## src/hdl/tkfs_pkg.sv

```systemverilog
package tkfs_pkg;

  // Field widths of one word on either stream
  localparam int FREQ_W  = 32;
  localparam int WORD_W  = 64;
  localparam int K_W     = 5;
  localparam int ENTRY_W = FREQ_W + WORD_W;
  localparam int TDATA_W = 96;

  // Microprogram step address
  typedef logic [3:0] step_t;

  localparam step_t ST_IDLE     = 4'd0;
  localparam step_t ST_CHK_FULL = 4'd1;
  localparam step_t ST_FULL_CMP = 4'd2;
  localparam step_t ST_SCAN_RD  = 4'd3;
  localparam step_t ST_SCAN_CMP = 4'd4;
  localparam step_t ST_WR_NEW   = 4'd5;
  localparam step_t ST_CHK_LAST = 4'd6;
  localparam step_t ST_EMIT_RD  = 4'd7;
  localparam step_t ST_EMIT     = 4'd8;

  // Read address source for the kept-item memory
  typedef enum logic [1:0] {
    RD_POS,
    RD_POSM1,
    RD_KM1
  } rd_sel_e;

  // Datapath action of one step
  typedef enum logic [2:0] {
    ACT_NONE,
    ACT_ACCEPT,
    ACT_FULL_CMP,
    ACT_SHIFT,
    ACT_WR_NEW,
    ACT_LAST,
    ACT_EMIT_CHK,
    ACT_EMIT
  } act_e;

  // Jump condition
  typedef enum logic [3:0] {
    C_NEVER,
    C_NO_IN,
    C_NOT_FULL,
    C_NO_RANK,
    C_POS_ZERO,
    C_RANK,
    C_NOT_LAST,
    C_EMIT_END,
    C_OUT_BUSY
  } cond_e;

  typedef struct packed {
    rd_sel_e rd_sel;
    act_e    act;
    cond_e   cond;
    step_t   jmp;
    step_t   nxt;
  } ctrl_t;

  typedef struct packed {
    logic in_valid;
    logic not_full;
    logic rank;
    logic pos_zero;
    logic is_last;
    logic emit_end;
    logic out_busy;
  } status_t;

  // Control store: insertion scan, then best-first emission on the last word
  function automatic ctrl_t ucode(step_t s);
    ctrl_t c;
    unique case (s)
      ST_IDLE:     c = '{RD_POS,   ACT_ACCEPT,   C_NO_IN,    ST_IDLE,     ST_CHK_FULL};
      ST_CHK_FULL: c = '{RD_KM1,   ACT_NONE,     C_NOT_FULL, ST_SCAN_RD,  ST_FULL_CMP};
      ST_FULL_CMP: c = '{RD_POS,   ACT_FULL_CMP, C_NO_RANK,  ST_CHK_LAST, ST_SCAN_RD};
      ST_SCAN_RD:  c = '{RD_POSM1, ACT_NONE,     C_POS_ZERO, ST_WR_NEW,   ST_SCAN_CMP};
      ST_SCAN_CMP: c = '{RD_POS,   ACT_SHIFT,    C_RANK,     ST_SCAN_RD,  ST_WR_NEW};
      ST_WR_NEW:   c = '{RD_POS,   ACT_WR_NEW,   C_NEVER,    ST_IDLE,     ST_CHK_LAST};
      ST_CHK_LAST: c = '{RD_POS,   ACT_LAST,     C_NOT_LAST, ST_IDLE,     ST_EMIT_RD};
      ST_EMIT_RD:  c = '{RD_POS,   ACT_EMIT_CHK, C_EMIT_END, ST_IDLE,     ST_EMIT};
      ST_EMIT:     c = '{RD_POS,   ACT_EMIT,     C_OUT_BUSY, ST_EMIT,     ST_EMIT_RD};
      default:     c = '{RD_POS,   ACT_NONE,     C_NEVER,    ST_IDLE,     ST_IDLE};
    endcase
    return c;
  endfunction

endpackage

```

## src/hdl/top_k_frequency_select_top.sv

```systemverilog
// Insertion: a full list that rejects the word stops after one compare with the weakest entry;
// otherwise a read/compare loop over the store shifts each weaker kept entry down one slot.
// A word flagged last then emits the list best first, holding while the output is stalled;
// the next input word is taken while the final result still waits in the output register.
// Reset clears the step counter, fill count and output valid; k_in_use resets to 16.
module top_k_frequency_select_top #(
  parameter int MAX_KEEP = 16
) (
  input  logic                          clk_i,
  input  logic                          rst_ni,
  input  logic                          cfg_valid_i,
  output logic                          cfg_ready_o,
  input  logic [tkfs_pkg::K_W-1:0]      cfg_data_i,     // k_in_use
  input  logic                          s_axis_tvalid,
  output logic                          s_axis_tready,
  input  logic [tkfs_pkg::TDATA_W-1:0]  s_axis_tdata,   // freq[31:0], word_key[95:32]
  input  logic                          s_axis_tlast,
  output logic                          m_axis_tvalid,
  input  logic                          m_axis_tready,
  output logic [tkfs_pkg::TDATA_W-1:0]  m_axis_tdata,   // out_freq[31:0], out_word_key[95:32]
  output logic                          m_axis_tlast
);

  tkfs_pkg::ctrl_t   ctrl;
  tkfs_pkg::status_t status;

  // The k register takes a write in any cycle
  assign cfg_ready_o = 1'b1;

  tkfs_seq u_seq (
    .clk_i    (clk_i),
    .rst_ni   (rst_ni),
    .status_i (status),
    .ctrl_o   (ctrl)
  );

  tkfs_dp #(
    .MAX_KEEP (MAX_KEEP)
  ) u_dp (
    .clk_i         (clk_i),
    .rst_ni        (rst_ni),
    .ctrl_i        (ctrl),
    .status_o      (status),
    .cfg_valid_i   (cfg_valid_i),
    .cfg_data_i    (cfg_data_i),
    .s_axis_tvalid (s_axis_tvalid),
    .s_axis_tready (s_axis_tready),
    .s_axis_tdata  (s_axis_tdata),
    .s_axis_tlast  (s_axis_tlast),
    .m_axis_tvalid (m_axis_tvalid),
    .m_axis_tready (m_axis_tready),
    .m_axis_tdata  (m_axis_tdata),
    .m_axis_tlast  (m_axis_tlast)
  );

endmodule

```

## src/hdl/tkfs_ram.sv

```systemverilog
module tkfs_ram #(
  parameter int WIDTH = 96,
  parameter int DEPTH = 16,
  localparam int AW = (DEPTH > 1) ? $clog2(DEPTH) : 1
) (
  input  logic                 clk_i,
  input  logic                 we_i,
  input  logic [AW-1:0]        waddr_i,
  input  logic [WIDTH-1:0]     wdata_i,
  input  logic [AW-1:0]        raddr_i,
  output logic [WIDTH-1:0]     rdata_o
);

  logic [WIDTH-1:0] mem_q [DEPTH];
  logic [WIDTH-1:0] rdata_q;

  // One write port, one registered read port
  always_ff @(posedge clk_i) begin
    if (we_i) begin
      mem_q[waddr_i] <= wdata_i;
    end
    rdata_q <= mem_q[raddr_i];
  end

  assign rdata_o = rdata_q;

endmodule

```

## src/hdl/tkfs_seq.sv

```systemverilog
module tkfs_seq (
  input  logic             clk_i,
  input  logic             rst_ni,
  input  tkfs_pkg::status_t status_i,
  output tkfs_pkg::ctrl_t   ctrl_o
);

  tkfs_pkg::step_t pc_q, pc_d;
  tkfs_pkg::ctrl_t ctrl;
  logic            taken;

  // Control word fetch
  assign ctrl   = tkfs_pkg::ucode(pc_q);
  assign ctrl_o = ctrl;

  // Condition select
  always_comb begin
    unique case (ctrl.cond)
      tkfs_pkg::C_NEVER:    taken = 1'b0;
      tkfs_pkg::C_NO_IN:    taken = !status_i.in_valid;
      tkfs_pkg::C_NOT_FULL: taken = status_i.not_full;
      tkfs_pkg::C_NO_RANK:  taken = !status_i.rank;
      tkfs_pkg::C_POS_ZERO: taken = status_i.pos_zero;
      tkfs_pkg::C_RANK:     taken = status_i.rank;
      tkfs_pkg::C_NOT_LAST: taken = !status_i.is_last;
      tkfs_pkg::C_EMIT_END: taken = status_i.emit_end;
      tkfs_pkg::C_OUT_BUSY: taken = status_i.out_busy;
      default:              taken = 1'b0;
    endcase
  end

  assign pc_d = taken ? ctrl.jmp : ctrl.nxt;

  // Step counter
  always_ff @(posedge clk_i or negedge rst_ni) begin
    if (!rst_ni) begin
      pc_q <= tkfs_pkg::ST_IDLE;
    end else begin
      pc_q <= pc_d;
    end
  end

endmodule

```

## src/hdl/tkfs_dp.sv

```systemverilog
module tkfs_dp #(
  parameter int MAX_KEEP = 16
) (
  input  logic                          clk_i,
  input  logic                          rst_ni,
  input  tkfs_pkg::ctrl_t               ctrl_i,
  output tkfs_pkg::status_t             status_o,
  input  logic                          cfg_valid_i,
  input  logic [tkfs_pkg::K_W-1:0]      cfg_data_i,
  input  logic                          s_axis_tvalid,
  output logic                          s_axis_tready,
  input  logic [tkfs_pkg::TDATA_W-1:0]  s_axis_tdata,
  input  logic                          s_axis_tlast,
  output logic                          m_axis_tvalid,
  input  logic                          m_axis_tready,
  output logic [tkfs_pkg::TDATA_W-1:0]  m_axis_tdata,
  output logic                          m_axis_tlast
);

  localparam int CNT_W = $clog2(MAX_KEEP + 1);
  localparam int IDX_W = (MAX_KEEP > 1) ? $clog2(MAX_KEEP) : 1;
  localparam int CMP_W = (CNT_W > tkfs_pkg::K_W) ? CNT_W : tkfs_pkg::K_W;
  localparam int FW    = tkfs_pkg::FREQ_W;
  localparam int WW    = tkfs_pkg::WORD_W;
  localparam int EW    = tkfs_pkg::ENTRY_W;

  logic [tkfs_pkg::K_W-1:0] k_q;
  logic [CNT_W-1:0]         fill_q, fill_d;
  logic [CNT_W-1:0]         pos_q, pos_d;
  logic [CNT_W-1:0]         n_q, n_d;
  logic [FW-1:0]            freq_q;
  logic [WW-1:0]            word_q;
  logic                     last_q;
  logic [EW-1:0]            out_q;
  logic                     out_last_q;
  logic                     out_valid_q;

  logic [CMP_W-1:0] k_ext;
  logic [CNT_W-1:0] eff_k;
  logic [CNT_W-1:0] pos_inc;
  logic [CNT_W-1:0] pos_dec;
  logic [CNT_W-1:0] rd_cnt;
  logic [IDX_W-1:0] rd_addr;
  logic [EW-1:0]    rd_data;
  logic [FW-1:0]    rd_freq;
  logic [WW-1:0]    rd_word;
  logic             rank;
  logic             in_take;
  logic             out_busy;
  logic             out_load;
  logic             ram_we;
  logic [EW-1:0]    ram_wdata;

  // Kept list size in use, clamped to 1..MAX_KEEP
  assign k_ext = CMP_W'(k_q);
  always_comb begin
    if (k_q == '0) begin
      eff_k = CNT_W'(1);
    end else if (k_ext > CMP_W'(MAX_KEEP)) begin
      eff_k = CNT_W'(MAX_KEEP);
    end else begin
      eff_k = CNT_W'(k_ext);
    end
  end

  assign pos_inc = pos_q + CNT_W'(1);
  assign pos_dec = pos_q - CNT_W'(1);

  // Memory read address
  always_comb begin
    case (ctrl_i.rd_sel)
      tkfs_pkg::RD_KM1:   rd_cnt = eff_k - CNT_W'(1);
      tkfs_pkg::RD_POSM1: rd_cnt = pos_dec;
      default:            rd_cnt = pos_q;
    endcase
  end
  assign rd_addr = rd_cnt[IDX_W-1:0];

  assign rd_freq = rd_data[FW-1:0];
  assign rd_word = rd_data[EW-1:FW];

  // Held word outranks the entry just read: higher count, or same count and smaller key
  assign rank = (freq_q > rd_freq) || ((freq_q == rd_freq) && (word_q < rd_word));

  assign s_axis_tready = (ctrl_i.act == tkfs_pkg::ACT_ACCEPT);
  assign in_take       = s_axis_tready && s_axis_tvalid;
  assign out_busy      = out_valid_q && !m_axis_tready;
  assign out_load      = (ctrl_i.act == tkfs_pkg::ACT_EMIT) && !out_busy;

  assign status_o.in_valid = s_axis_tvalid;
  assign status_o.not_full = pos_q < eff_k;
  assign status_o.rank     = rank;
  assign status_o.pos_zero = (pos_q == '0);
  assign status_o.is_last  = last_q;
  assign status_o.emit_end = (pos_q == fill_q);
  assign status_o.out_busy = out_busy;

  // Action decode
  always_comb begin
    fill_d    = fill_q;
    pos_d     = pos_q;
    n_d       = n_q;
    ram_we    = 1'b0;
    ram_wdata = rd_data;
    unique case (ctrl_i.act)
      tkfs_pkg::ACT_ACCEPT: begin
        if (in_take) begin
          pos_d = (fill_q > eff_k) ? eff_k : fill_q;
          n_d   = (fill_q > eff_k) ? eff_k : fill_q;
        end
      end
      tkfs_pkg::ACT_FULL_CMP: begin
        if (rank) begin
          pos_d = eff_k - CNT_W'(1);
          n_d   = eff_k - CNT_W'(1);
        end else begin
          fill_d = pos_q;
        end
      end
      tkfs_pkg::ACT_SHIFT: begin
        if (rank) begin
          ram_we = 1'b1;
          pos_d  = pos_dec;
        end
      end
      tkfs_pkg::ACT_WR_NEW: begin
        ram_we    = 1'b1;
        ram_wdata = {word_q, freq_q};
        fill_d    = n_q + CNT_W'(1);
      end
      tkfs_pkg::ACT_LAST: begin
        pos_d = '0;
      end
      tkfs_pkg::ACT_EMIT_CHK: begin
        if (pos_q == fill_q) begin
          fill_d = '0;
        end
      end
      tkfs_pkg::ACT_EMIT: begin
        if (out_load) begin
          pos_d = pos_inc;
        end
      end
      default: ;
    endcase
  end

  // Kept items, best first
  tkfs_ram #(
    .WIDTH (EW),
    .DEPTH (MAX_KEEP)
  ) u_store (
    .clk_i   (clk_i),
    .we_i    (ram_we),
    .waddr_i (pos_q[IDX_W-1:0]),
    .wdata_i (ram_wdata),
    .raddr_i (rd_addr),
    .rdata_o (rd_data)
  );

  // Control registers
  always_ff @(posedge clk_i or negedge rst_ni) begin
    if (!rst_ni) begin
      k_q         <= tkfs_pkg::K_W'(16);
      fill_q      <= '0;
      pos_q       <= '0;
      n_q         <= '0;
      out_valid_q <= 1'b0;
    end else begin
      if (cfg_valid_i) begin
        k_q <= cfg_data_i;
      end
      fill_q <= fill_d;
      pos_q  <= pos_d;
      n_q    <= n_d;
      if (out_load) begin
        out_valid_q <= 1'b1;
      end else if (m_axis_tready) begin
        out_valid_q <= 1'b0;
      end
    end
  end

  // Held item and output word
  always_ff @(posedge clk_i) begin
    if (in_take) begin
      freq_q <= s_axis_tdata[FW-1:0];
      word_q <= s_axis_tdata[EW-1:FW];
      last_q <= s_axis_tlast;
    end
    if (out_load) begin
      out_q      <= rd_data;
      out_last_q <= (pos_inc == fill_q);
    end
  end

  assign m_axis_tvalid = out_valid_q;
  assign m_axis_tdata  = tkfs_pkg::TDATA_W'(out_q);
  assign m_axis_tlast  = out_last_q;

  // Fill count never runs past the store
  a_fill_bound: assert property (@(posedge clk_i) disable iff (!rst_ni)
    fill_q <= CNT_W'(MAX_KEEP))
    else $error("fill count beyond store depth");

  // Writes stay inside the store
  a_wr_bound: assert property (@(posedge clk_i) disable iff (!rst_ni)
    ram_we |-> (pos_q < CNT_W'(MAX_KEEP)))
    else $error("store write out of range");

  // End of emission empties the list
  a_emit_clear: assert property (@(posedge clk_i) disable iff (!rst_ni)
    ((ctrl_i.act == tkfs_pkg::ACT_EMIT_CHK) && (pos_q == fill_q)) |=> (fill_q == '0))
    else $error("list not emptied after emission");

endmodule

```

## config.mk

```make
export PLATFORM = sky130hd
export DESIGN_NAME = top_k_frequency_select_top
export DESIGN_NICKNAME = d
export VERILOG_FILES = /design/src/hdl/tkfs_pkg.sv /design/src/hdl/top_k_frequency_select_top.sv /design/src/hdl/tkfs_ram.sv /design/src/hdl/tkfs_seq.sv /design/src/hdl/tkfs_dp.sv
export SDC_FILE = /design/constraint.sdc
export NUM_CORES = 2
export LEC_CHECK = 0
export BUFFER_PORTS_ARGS = -buffer_cell sky130_fd_sc_hd__buf_2
export CORE_ASPECT_RATIO = 0.8
export CORE_MARGIN = 2
export CORE_UTILIZATION = 56
export CTS_CLUSTER_SIZE = 16
export DETAILED_ROUTE_END_ITERATION = 16
export PLACE_DENSITY = 0.76
export SETUP_SLACK_MARGIN = 0.3
export SYNTH_ARGS = -nofsm -noshare
export SYNTH_HDL_FRONTEND = slang
export SYNTH_HIERARCHICAL = 1
export SYNTH_SLANG_ARGS = --single-unit
```

## constraint.sdc

```tcl
create_clock -name clk_i -period 10.14 [get_ports clk_i]
set_clock_uncertainty 0.1 [all_clocks]
set_input_delay 1.521 -clock clk_i [delete_from_list [all_inputs] [get_ports clk_i]]
set_output_delay 1.521 -clock clk_i [all_outputs]
set_load 0.005 [all_outputs]
```

==> flow_summary_export.csv <==
group,metric,value,unit
timing,min_period,6770,ps
grt,grt_overflow,0,
power_and_ir_drop,pwr_density_cell,385,nW/µm²
worst_hold_path,hold_path_class,"reg -> reg",
grt,grt_pass1_wl,243000,µm
timing,fmax,148,MHz
power_and_ir_drop,peakVddDrop,0.488,mV
clock_tree,clk_latency,810,ps
flow_run,drv_cap,0,
grt,antenna_found_initial,8,
finish,layout.nets,4062,
placement,place_ws,3570,ps
timing,rsz0062_at_grt,"no",
finish,finalNonFillerCells,5634,
timing,slew_violations,0,
placement,place_congestion,0.825,
detailed_routing,drc,0,
floorplan,die_width,402,µm
detailed_routing,wl_per_cell,29.3,µm
power_and_ir_drop,total_power,30.8,mW
placement,dpl_cell_area,74300,µm²
placement,placedCellCount,5317,
timing,hold_viol,0,
detailed_routing,ant_nets,0,
timing,tightest_slew,1320,ps
setup_path,critical_path_class,"reg -> reg",
grt,grt_pass1_vias,36500,
floorplan,die-area,130000,µm²
timing,setup_violations,0,
detailed_routing,wirelength,165000,µm
clock_tree,clkTransAtPathRegs,70,ps
clock_tree,hold_buffers,0,
logic_synthesis,avgSynthCellArea,20.2,µm²
detailed_routing,drt-pass1-iter-count,6,
clock_tree,postCtsSetupBuffers,0,
logic_synthesis,synth_area,71000,µm²
finish,antenna_cells,0,
timing,slew_headroom,0.115,
clock_tree,cts-root-buf,"clkbuf_16",
clock_tree,cts-resized-gates,0,
setup_path,cp.required,10490,ps
clock_tree,cts_tree,"built",
floorplan,rows,116,
placement,dp.final_hpwl,90900,µm
logic_synthesis,syn_nets,3739,
timing,period_share,0.667,
outcome,outcome,"finished, final reports clean",
clock_tree,cts_htree_levels,4,
setup_path,cp.arrival,7120,ps
finish,layout-drive-gt1-share,0.250,
grt,grt_max_degree,190,
setup_path,crit_fanout,31,
finish,final_area,79900,µm²
placement,place.port_buffers,205,
detailed_routing,drtIter0Drc,5014,
logic_synthesis,syn_inst,3515,
timing,fin_hold_ws,311,ps
timing,finalWorstSetupSlack,3370,ps
setup_path,start_kind,"register",
clock_tree,clock_sinks,1851,
floorplan,die_y,322,µm
finish,fin_util,0.637,
clock_tree,clock_path_buffers,3,
finish,area_delta_synth_final,12.6,%
clock_tree,cts_buffers,170,
detailed_routing,vias,36000,
floorplan,start_util,0.566,
floorplan,core-area,125000,µm²
floorplan,num_io_pins,207,
power_and_ir_drop,p_leak,26.5,nW
timing,final.setup.tns,0,ps
setup_path,endpoint_kind,"register",
grt,grt_usage,0.259,
detailed_routing,vias_per_cell,6.40,
logic_synthesis,yosysWarnings,6,
==> registers in the layout, indices dropped and copies added (netlist names), 4 cells and up <==
name / count
u_dp/k_ext: 5
u_dp/u_store/mem_q: 1536
u_dp/u_store/rdata_o: 96
u_dp/n_q: 5
u_dp/freq_q: 32
u_dp/pos_q: 5
u_dp/fill_q: 5
u_dp/word_q: 64
u_dp/m_axis_tdata: 96
u_seq/pc_q: 4
==> final cells by class <==
type / instances / area (µm²)
repair buffers: 316 / 1950
clock buffers: 222 / 4590
multi-input cells: 1378 / 15300
inverters: 121 / 459
well taps: 1652 / 2070
fillers: 8093 / 45500
clock inverters: 94 / 1050
flip-flops and latches: 1851 / 54500
==> metal layers <==
metal  global-route usage  vias up  wire (µm)
li1                     -    15000          -
met1                0.368    18700      64300
met2                0.394     2052      77100
met3               0.0718      269      19100
met4               0.0840        4       4670
met5                    0        -         27
==> cell usage in the layout (no fill, tap or decap), types with 23 or more instances in the layout <==
cell          n
a21oi_1      48
a22oi_1     193
buf_2       205
buf_4       104
clkbuf_1     40
clkbuf_16   172
clkinv_1     32
clkinv_2     27
dfrtp_1      24
dfxtp_1      96
edfxtp_1   1730
ha_1        117
inv_1       118
mux4_2      384
nand2_1     249
nand3_1      23
nor2_1       32
o21ai_0      71
o21ai_1      60
==> final timing paths <==
check / startpoint / endpoint / slack (ps) / cells past startpoint
max in group asynchronous: rst_ni / u_dp/fill_q[4]$_DFFE_PN0P_ / 8910 / 1
max reg2reg: u_dp/freq_q[29]$_DFFE_PP_ / u_dp/u_store/mem_q[10][45]$_DFFE_PP_ / 3370 / 12
max: u_dp/freq_q[29]$_DFFE_PP_ / u_dp/u_store/mem_q[10][45]$_DFFE_PP_ / 3370 / 12
min in group asynchronous: rst_ni / u_seq/pc_q[0]$_DFF_PN0_ / 630 / 1
min: u_dp/u_store/rdata_o[78]$_DFF_P_ / u_dp/m_axis_tdata[78]$_DFFE_PP_ / 310 / 0
min reg2reg: u_dp/u_store/rdata_o[78]$_DFF_P_ / u_dp/m_axis_tdata[78]$_DFFE_PP_ / 310 / 0
==> power by group <==
| part | internal [mW] | total [mW] | switching (mW) |
|---|---|---|---|
| clock network | 3.68 | 6.47 | 2.80 |
| registers | 11.0 | 11.4 | 0.378 |
| logic | 5.12 | 12.9 | 7.81 |
==> worst max-delay path: stages, from the launching register on <==
cell and delay (ps):
edfxtp_1 410, ha_1 340, nand4_1 200, nor4_2 740, and3_1 520, o2111ai_1 250
nor4_4 600, nor2_2 130, o31ai_1 690, nand3b_1 410, nor2_4 920, buf_4 680
buf_4 390
Power figures use the tool's default switching activity.
